### config.mk
export PLATFORM = sky130hd
export DESIGN_NAME = key_macro_sequencer
export DESIGN_NICKNAME = d
export VERILOG_FILES = /design/src/hdl/kms_pkg.sv /design/src/hdl/key_macro_sequencer.sv
export SDC_FILE = /design/constraint.sdc
export NUM_CORES = 1
export LEC_CHECK = 0
export BUFFER_PORTS_ARGS = -buffer_cell sky130_fd_sc_hd__buf_2
export CAP_MARGIN = 20
export CORE_ASPECT_RATIO = 0.9
export CORE_MARGIN = 8
export CORE_UTILIZATION = 48
export CTS_CLUSTER_DIAMETER = 40
export DETAILED_ROUTE_END_ITERATION = 16
export GPL_TIMING_DRIVEN = 0
export PLACE_DENSITY = 0.66
export SLEW_MARGIN = 20
export SYNTH_ARGS = -nofsm -noshare
export SYNTH_HDL_FRONTEND = slang
export SYNTH_SLANG_ARGS = --single-unit
### constraint.sdc
create_clock -name clk -period 11.08 [get_ports clk]
set_input_delay 1.108 -clock clk [delete_from_list [all_inputs] [get_ports clk]]
set_output_delay 1.108 -clock clk [all_outputs]
set_load 0.005 [all_outputs]
### src/hdl/kms_pkg.sv
// ----------------------------------------------------------------------------
// kms_pkg
// Types and constants shared by the key macro sequencer.
// ----------------------------------------------------------------------------
package kms_pkg;

	localparam int MAX_STEPS = 8;
	localparam int PTR_W     = 3;  // width of load_slot and step_number
	localparam int CNT_W     = 4;  // width of step_count

	// operation codes
	localparam logic OP_TICK = 1'b0;
	localparam logic OP_LOAD = 1'b1;

	// register indexes
	localparam int CFG_IDX_W = 2;
	localparam int CFG_DAT_W = 16;
	localparam logic [CFG_IDX_W-1:0] REG_PRESS_LENGTH = 2'd0;
	localparam logic [CFG_IDX_W-1:0] REG_REPEAT_HELD  = 2'd1;
	localparam logic [CFG_IDX_W-1:0] REG_STEP_COUNT   = 2'd2;

	typedef struct packed {
		logic             operation;
		logic [31:0]      now_ms;
		logic             trigger_down;
		logic [31:0]      trigger_presses;
		logic [PTR_W-1:0] load_slot;
		logic [8:0]       load_key;
		logic [15:0]      load_delay_ms;
	} kms_in_t;

	typedef struct packed {
		logic [8:0]       send_key;
		logic [PTR_W-1:0] step_number;
	} kms_out_t;

endpackage

### src/hdl/key_macro_sequencer.sv
// ----------------------------------------------------------------------------
// key_macro_sequencer
// Plays a stored key macro of up to eight steps when a trigger key is pressed.
// ----------------------------------------------------------------------------
// Each tick word carries the millisecond time and a sample of the trigger key;
// a load word writes one step (key and delay) of the macro table. A press
// (change of the press count or a rising edge of the trigger) starts the macro
// or queues another round. A tick on which a step is due returns one word with
// the key to send and its step number. Words pass an input register and a
// result register: one word is taken every cycle except in a stall, and a word's
// result is registered as it leaves the input register. The input side stalls
// only while the result register holds an untaken word. Registers may be
// written only while the block is idle; the table must be loaded before use.
module key_macro_sequencer (
	input  logic                          clk,
	input  logic                          arst_n,
	input  logic                          in_valid,
	output logic                          in_ready,
	input  kms_pkg::kms_in_t              in_data,
	output logic                          out_valid,
	input  logic                          out_ready,
	output kms_pkg::kms_out_t             out_data,
	input  logic                          cfg_valid,
	output logic                          cfg_ready,
	input  logic [kms_pkg::CFG_IDX_W-1:0] cfg_index,
	input  logic [kms_pkg::CFG_DAT_W-1:0] cfg_data
);
	import kms_pkg::*;

	// configuration
	logic [15:0]      press_len_q;
	logic             repeat_q;
	logic [CNT_W-1:0] step_count_q;

	// sequencer state
	logic [31:0]      seen_presses_q;
	logic             was_held_q;
	logic             running_q;
	logic             round_queued_q;
	logic             end_check_q;
	logic [PTR_W-1:0] step_ptr_q;
	logic [31:0]      due_q;

	logic [8:0]       step_keys_q   [MAX_STEPS];
	logic [15:0]      step_delays_q [MAX_STEPS];

	// pipeline
	logic             valid_s1;
	kms_in_t          item_s1;
	logic             res_valid_q;
	kms_out_t         res_q;
	logic             advance;

	// next-state values
	logic             running_n;
	logic             round_queued_n;
	logic             end_check_n;
	logic [PTR_W-1:0] step_ptr_n;
	logic [31:0]      due_n;
	logic             fire;
	logic [PTR_W-1:0] ptr_cur;
	logic [CNT_W-1:0] active_steps;

	assign cfg_ready = 1'b1;
	assign advance   = valid_s1 && (!res_valid_q || out_ready);
	assign in_ready  = !valid_s1 || advance;
	assign out_valid = res_valid_q;
	assign out_data  = res_q;

	always_ff @(posedge clk or negedge arst_n) begin
		if (!arst_n) begin
			press_len_q  <= '0;
			repeat_q     <= 1'b0;
			step_count_q <= CNT_W'(1);
		end else if (cfg_valid) begin
			unique case (cfg_index)
				REG_PRESS_LENGTH: press_len_q  <= cfg_data;
				REG_REPEAT_HELD:  repeat_q     <= cfg_data[0];
				REG_STEP_COUNT:   step_count_q <= cfg_data[CNT_W-1:0];
				default: ;
			endcase
		end
	end

	always_comb begin
		if (step_count_q == '0)
			active_steps = CNT_W'(1);
		else if (int'(step_count_q) > MAX_STEPS)
			active_steps = CNT_W'(MAX_STEPS);
		else
			active_steps = step_count_q;
	end

	always_comb begin
		logic             pressed;
		logic             go;
		logic [31:0]      due_eff;
		logic [31:0]      diff;
		logic [CNT_W-1:0] ptr_inc;
		pressed        = (item_s1.trigger_presses != seen_presses_q) ||
		                 (item_s1.trigger_down && !was_held_q);
		running_n      = running_q;
		round_queued_n = round_queued_q;
		end_check_n    = end_check_q;
		step_ptr_n     = step_ptr_q;
		due_n          = due_q;
		fire           = 1'b0;
		go             = 1'b0;
		due_eff        = due_q;
		ptr_cur        = step_ptr_q;
		ptr_inc        = '0;

		// end decision on the tick after the last step
		if (end_check_q) begin
			end_check_n = 1'b0;
			if (pressed)
				round_queued_n = 1'b1;
			pressed = 1'b0;
			if (round_queued_n)
				round_queued_n = 1'b0;
			else if (!repeat_q || !item_s1.trigger_down)
				running_n = 1'b0;
		end

		if (!running_n) begin
			if (pressed) begin
				running_n = 1'b1;
				ptr_cur   = '0;
				due_eff   = item_s1.now_ms;
				go        = 1'b1;
			end
		end else begin
			if (pressed)
				round_queued_n = 1'b1;
			go = 1'b1;
		end
		step_ptr_n = ptr_cur;
		due_n      = due_eff;

		diff = item_s1.now_ms - due_eff;
		if (go && !diff[31]) begin
			fire    = 1'b1;
			due_n   = item_s1.now_ms + 32'(press_len_q) + 32'(step_delays_q[ptr_cur]);
			ptr_inc = CNT_W'(ptr_cur) + CNT_W'(1);
			if (ptr_inc >= active_steps) begin
				step_ptr_n  = '0;
				end_check_n = 1'b1;
			end else begin
				step_ptr_n = ptr_inc[PTR_W-1:0];
			end
		end
	end

	always_ff @(posedge clk or negedge arst_n) begin
		if (!arst_n) begin
			valid_s1       <= 1'b0;
			res_valid_q    <= 1'b0;
			seen_presses_q <= '0;
			was_held_q     <= 1'b0;
			running_q      <= 1'b0;
			round_queued_q <= 1'b0;
			end_check_q    <= 1'b0;
			step_ptr_q     <= '0;
			due_q          <= '0;
		end else begin
			if (in_ready)
				valid_s1 <= in_valid;
			if (advance)
				res_valid_q <= fire && (item_s1.operation == OP_TICK);
			else if (out_ready)
				res_valid_q <= 1'b0;
			if (advance && item_s1.operation == OP_TICK) begin
				seen_presses_q <= item_s1.trigger_presses;
				was_held_q     <= item_s1.trigger_down;
				running_q      <= running_n;
				round_queued_q <= round_queued_n;
				end_check_q    <= end_check_n;
				step_ptr_q     <= step_ptr_n;
				due_q          <= due_n;
			end
		end
	end

	always_ff @(posedge clk) begin
		if (in_ready && in_valid)
			item_s1 <= in_data;
		if (advance && fire && item_s1.operation == OP_TICK) begin
			res_q.send_key    <= step_keys_q[ptr_cur];
			res_q.step_number <= ptr_cur;
		end
		if (advance && item_s1.operation == OP_LOAD &&
		    int'(item_s1.load_slot) < MAX_STEPS) begin
			step_keys_q[item_s1.load_slot]   <= item_s1.load_key;
			step_delays_q[item_s1.load_slot] <= item_s1.load_delay_ms;
		end
	end

	// the end decision is only pending while a sequence runs
	a_end_check_running: assert property (@(posedge clk) disable iff (!arst_n)
		end_check_q |-> running_q)
		else $error("end check pending while idle");

	// a queued round never survives the sequence stopping
	a_queue_running: assert property (@(posedge clk) disable iff (!arst_n)
		round_queued_q |-> running_q)
		else $error("round queued while idle");

	// after the last step the pointer is back at step 0
	a_end_ptr_zero: assert property (@(posedge clk) disable iff (!arst_n)
		end_check_q |-> (step_ptr_q == '0))
		else $error("step pointer not rewound at end of round");

endmodule

==> flow_metrics.tcl <==
set metrics [dict create \
    status "finished, final reports clean" \
    drt_iter0_drc 1080 \
    grt_pass1_wl_um 66900 \
    die_area_um2 44000 \
    fin_area_um2 21400 \
    clock_skew_ns 0.0159 \
    cp_slowest_cell "o21ai_0" \
    fin_crit_ns 7.27 \
    syn_avg_cell_area_um2 12.9 \
    syn_area_um2 18000 \
    fin_cells 2131 \
    core-area_um2 37100 \
    layout.area.seq_um2 11500 \
    irDropWorstVdd_mv 0.165 \
    yosysSeqAreaShare_pct 64.1 \
    tightest_slew_ns 1.02 \
    min_path_type "input pin to asynchronous set/reset pin" \
    setup_viol 0 \
    cp.arrival_ns 7.74 \
    start_util_pct 48.5 \
    end_kind "register" \
    cp.required_ns 11.55 \
    ys_types 76 \
    reg2regPathDepth 21 \
    layout.filler_cells 2976 \
    leakage_nw 8.41 \
    place_area_um2 19600 \
    grt_max_degree 66 \
    multi_input_area_um2 6070 \
    htree_levels 2 \
    die_h_um 200 \
    antenna_found_initial 3 \
    rsz0062_at_grt "no" \
    synth_top_family_by_area "simple AND/OR/NAND/NOR gates" \
    finalHoldViolCount 0 \
    cts_root_buf "clkbuf_16" \
    timing.rr.end "due_q[30]" \
    cts_sinks 400 \
    slew_viol_final 0 \
    cts_buffers 54 \
    layout-drive-gt1-share_pct 19.0 \
    wire_per_inst_um 20.5 \
    syn_to_final_growth_pct 18.9 \
    synthSimpleGateAreaFrac_pct 11.7 \
    path_cells "xor2_1 > nor4_1 > nand3_1 > o31ai_1 > buf_2 > nand2_1 > inv_2 > clkbuf_1 > nand2_1 > nand3_1 > a31oi_1 > fa_1 > inv_1 > ha_1 > a2111o_1 > o2111ai_1 > a21oi_1 > o21ai_0 > a21oi_1 > a211o_1 > o211a_1" \
    ys.flop_type "edfxtp_1" \
    dpl.hpwl_um 30400 \
    syn-num-nets 1586 \
    fmax_mhz 138 \
    setup_ws_ns 3.81 \
    diodes 0 \
    dpl_worst_slack_ns 3.93 \
    path_class "register to register" \
    grt_use_total_pct 19.9 \
    vias 11900 \
    r2r_slack_ns 3.81 \
    setup_tns_ns 0 \
    synthCells 1401 \
    critical_path.max_fanout 12 \
    finish.net_count 1787 \
    synth_edf_count 306 \
    via_per_inst 5.59 \
    synth_xor_area_share_pct 2.43 \
    synth_compound_area_share_pct 8.05 \
    clk_path_buf_depth 3 \
    cts_tree "done" \
    io_pins 132 \
    overflow 0 \
    hold_slack_ns 0.415 \
    firstDrtPassIters 5 \
    synthArstFlopShare_pct 23.5 \
    clk_latency_ns 0.59 \
    r2r-start "item_s1[34]" \
    drc 0 \
    die_w_um 220 \
    wl_um 43700 \
    row_count 67 \
    period_share_pct 65.6 \
    ys_seq_elements 400 \
    place_inst 2029 \
    path_clk_slew_ns 0.06 \
    synth_mux_area_share_pct 5.73 \
    powerDensity_nw_per_um2 297 \
    maxCapViolations 0 \
    gp_congestion 0.842 \
    io_buffer_count 130 \
    slowest_delay_ns 0.78 \
    synth-adder-area-share_pct 5.43 \
    post_cts_buffers 0 \
    ys_warn_count 0 \
    grt_pass1_vias 11700 \
    ant_nets 0 \
    ctsHoldBuffers 0 \
    relSlewSlack_pct 31.7 \
    cts_resized 0 \
    crit_path_start_kind "register" \
]
-- stage by stage --
| stage | utilization [%] | power, mW |
|---|---|---|
| 2_1_floorplan | - | 3.91 |
| 3_3_place_gp | 51.9 | 4.57 |
| 3_5_place_dp | 52.8 | 4.62 |
| 4_1_cts | 57.6 | 6.36 |
| 5_1_grt | 57.6 | 6.75 |
| 6_report | 57.6 | 6.35 |
-- cells in the mapped netlist, types with 14 or more instances --
cell type,number,area (um2)
a21oi_1,32,160
ha_1,51,638
edfxtp_1,306,9190
mux2i_1,28,280
fa_1,17,340
mux4_2,18,405
xor2_1,38,333
dfrtp_1,93,2330
nor3_1,15,75.1
o22ai_1,14,87.6
mux2_2,20,225
nand2_1,250,938
nand3_1,52,260
clkbuf_1,38,143
nor2_1,84,315
inv_1,46,173
o21ai_0,72,360
nand2b_1,16,100
-- metal layers --
metal | track usage (%) | vias up | wire [um]
li1 | - | 5552 | -
met1 | 29.3 | 5858 | 20100
met2 | 29.8 | 434 | 19400
met3 | 4.32 | 72 | 3250
met4 | 5.44 | 6 | 905
met5 | 0 | - | 37
-- worst max-delay path by stage --
stage,endpoint,from,depth (start not counted)
2_1_floorplan,due_q[31],item_s1[41],25
3_3_place_gp,due_q[31],item_s1[34],22
3_5_place_dp,due_q[31],item_s1[58],25
4_1_cts,due_q[31],item_s1[34],25
5_1_grt,due_q[30],item_s1[34],21
6_report,due_q[30],item_s1[34],21
-- flip-flops by register name (all words and copies together) (netlist names), 3 cells and up --
register        flops
press_len_q        16
due_q              32
item_s1            94
step_count_q        4
step_keys_q        72
seen_presses_q     32
out_data           12
step_ptr_q          3
step_delays_q     128
-- kinds of logic (layout without fill, tap and decap cells) --
kind of cell,after synthesis,in the layout
AOI/OAI and AO/OA,223,223
xor gates and xnor gates,50,50
adders and majority gates,68,68
buffers and inverters,106,353
DFF,400,400
muxes,74,74
other,1,1
and+or+nand+nor,479,479
-- cell type report --
cell class | instances | area share, %
buffer | 56 | 1.24
clock buffer | 62 | 6.45
clock inverter | 40 | 1.91
inverter | 50 | 0.877
multi-input combinational | 895 | 28.3
sequential | 400 | 53.9
tap | 483 | 2.82
timing repair buffer | 145 | 4.45
-- power breakdown --
group | leakage, nW | switching, mW | internal [mW]
registers | 3.97 | 0.124 | 1.84
clock network | 0.853 | 0.666 | 1.04
logic | 3.58 | 1.56 | 1.12
-- cells in the final DEF (no fill, tap or decap), drive strengths merged, types with 7 or more instances in the layout --
cell type	synthesis	layout
clkinv	3	22
fa	17	17
nor2	84	84
clkinvlp	0	8
mux2	28	28
a21o	9	9
a21boi	9	9
o22ai	14	14
nand2	251	251
buf	18	163
nor2b	9	9
clkbuf	38	100
ha	51	51
o21ai	81	81
nand3	52	52
nand4	11	11
a21oi	32	32
edfxtp	306	306
nor3	15	15
inv	47	54
and3	9	9
a31oi	12	12
mux2i	28	28
xor2	38	38
xnor2	12	12
o311ai	7	7
nand2b	16	16
dfrtp	93	93
mux4	18	18
nor4	10	10
a211oi	12	12
-- critical path: cells and delay by family, from the launching register on --
family | cells | cell delay [ns]
fa+ha+maj | 2 | 0.87
flops | 1 | 0.42
simple gates | 5 | 1.18
compound gates | 9 | 3.12
buf+inv | 4 | 1.39
xor+xnor | 1 | 0.16
Power figures use the tool's default switching activity.
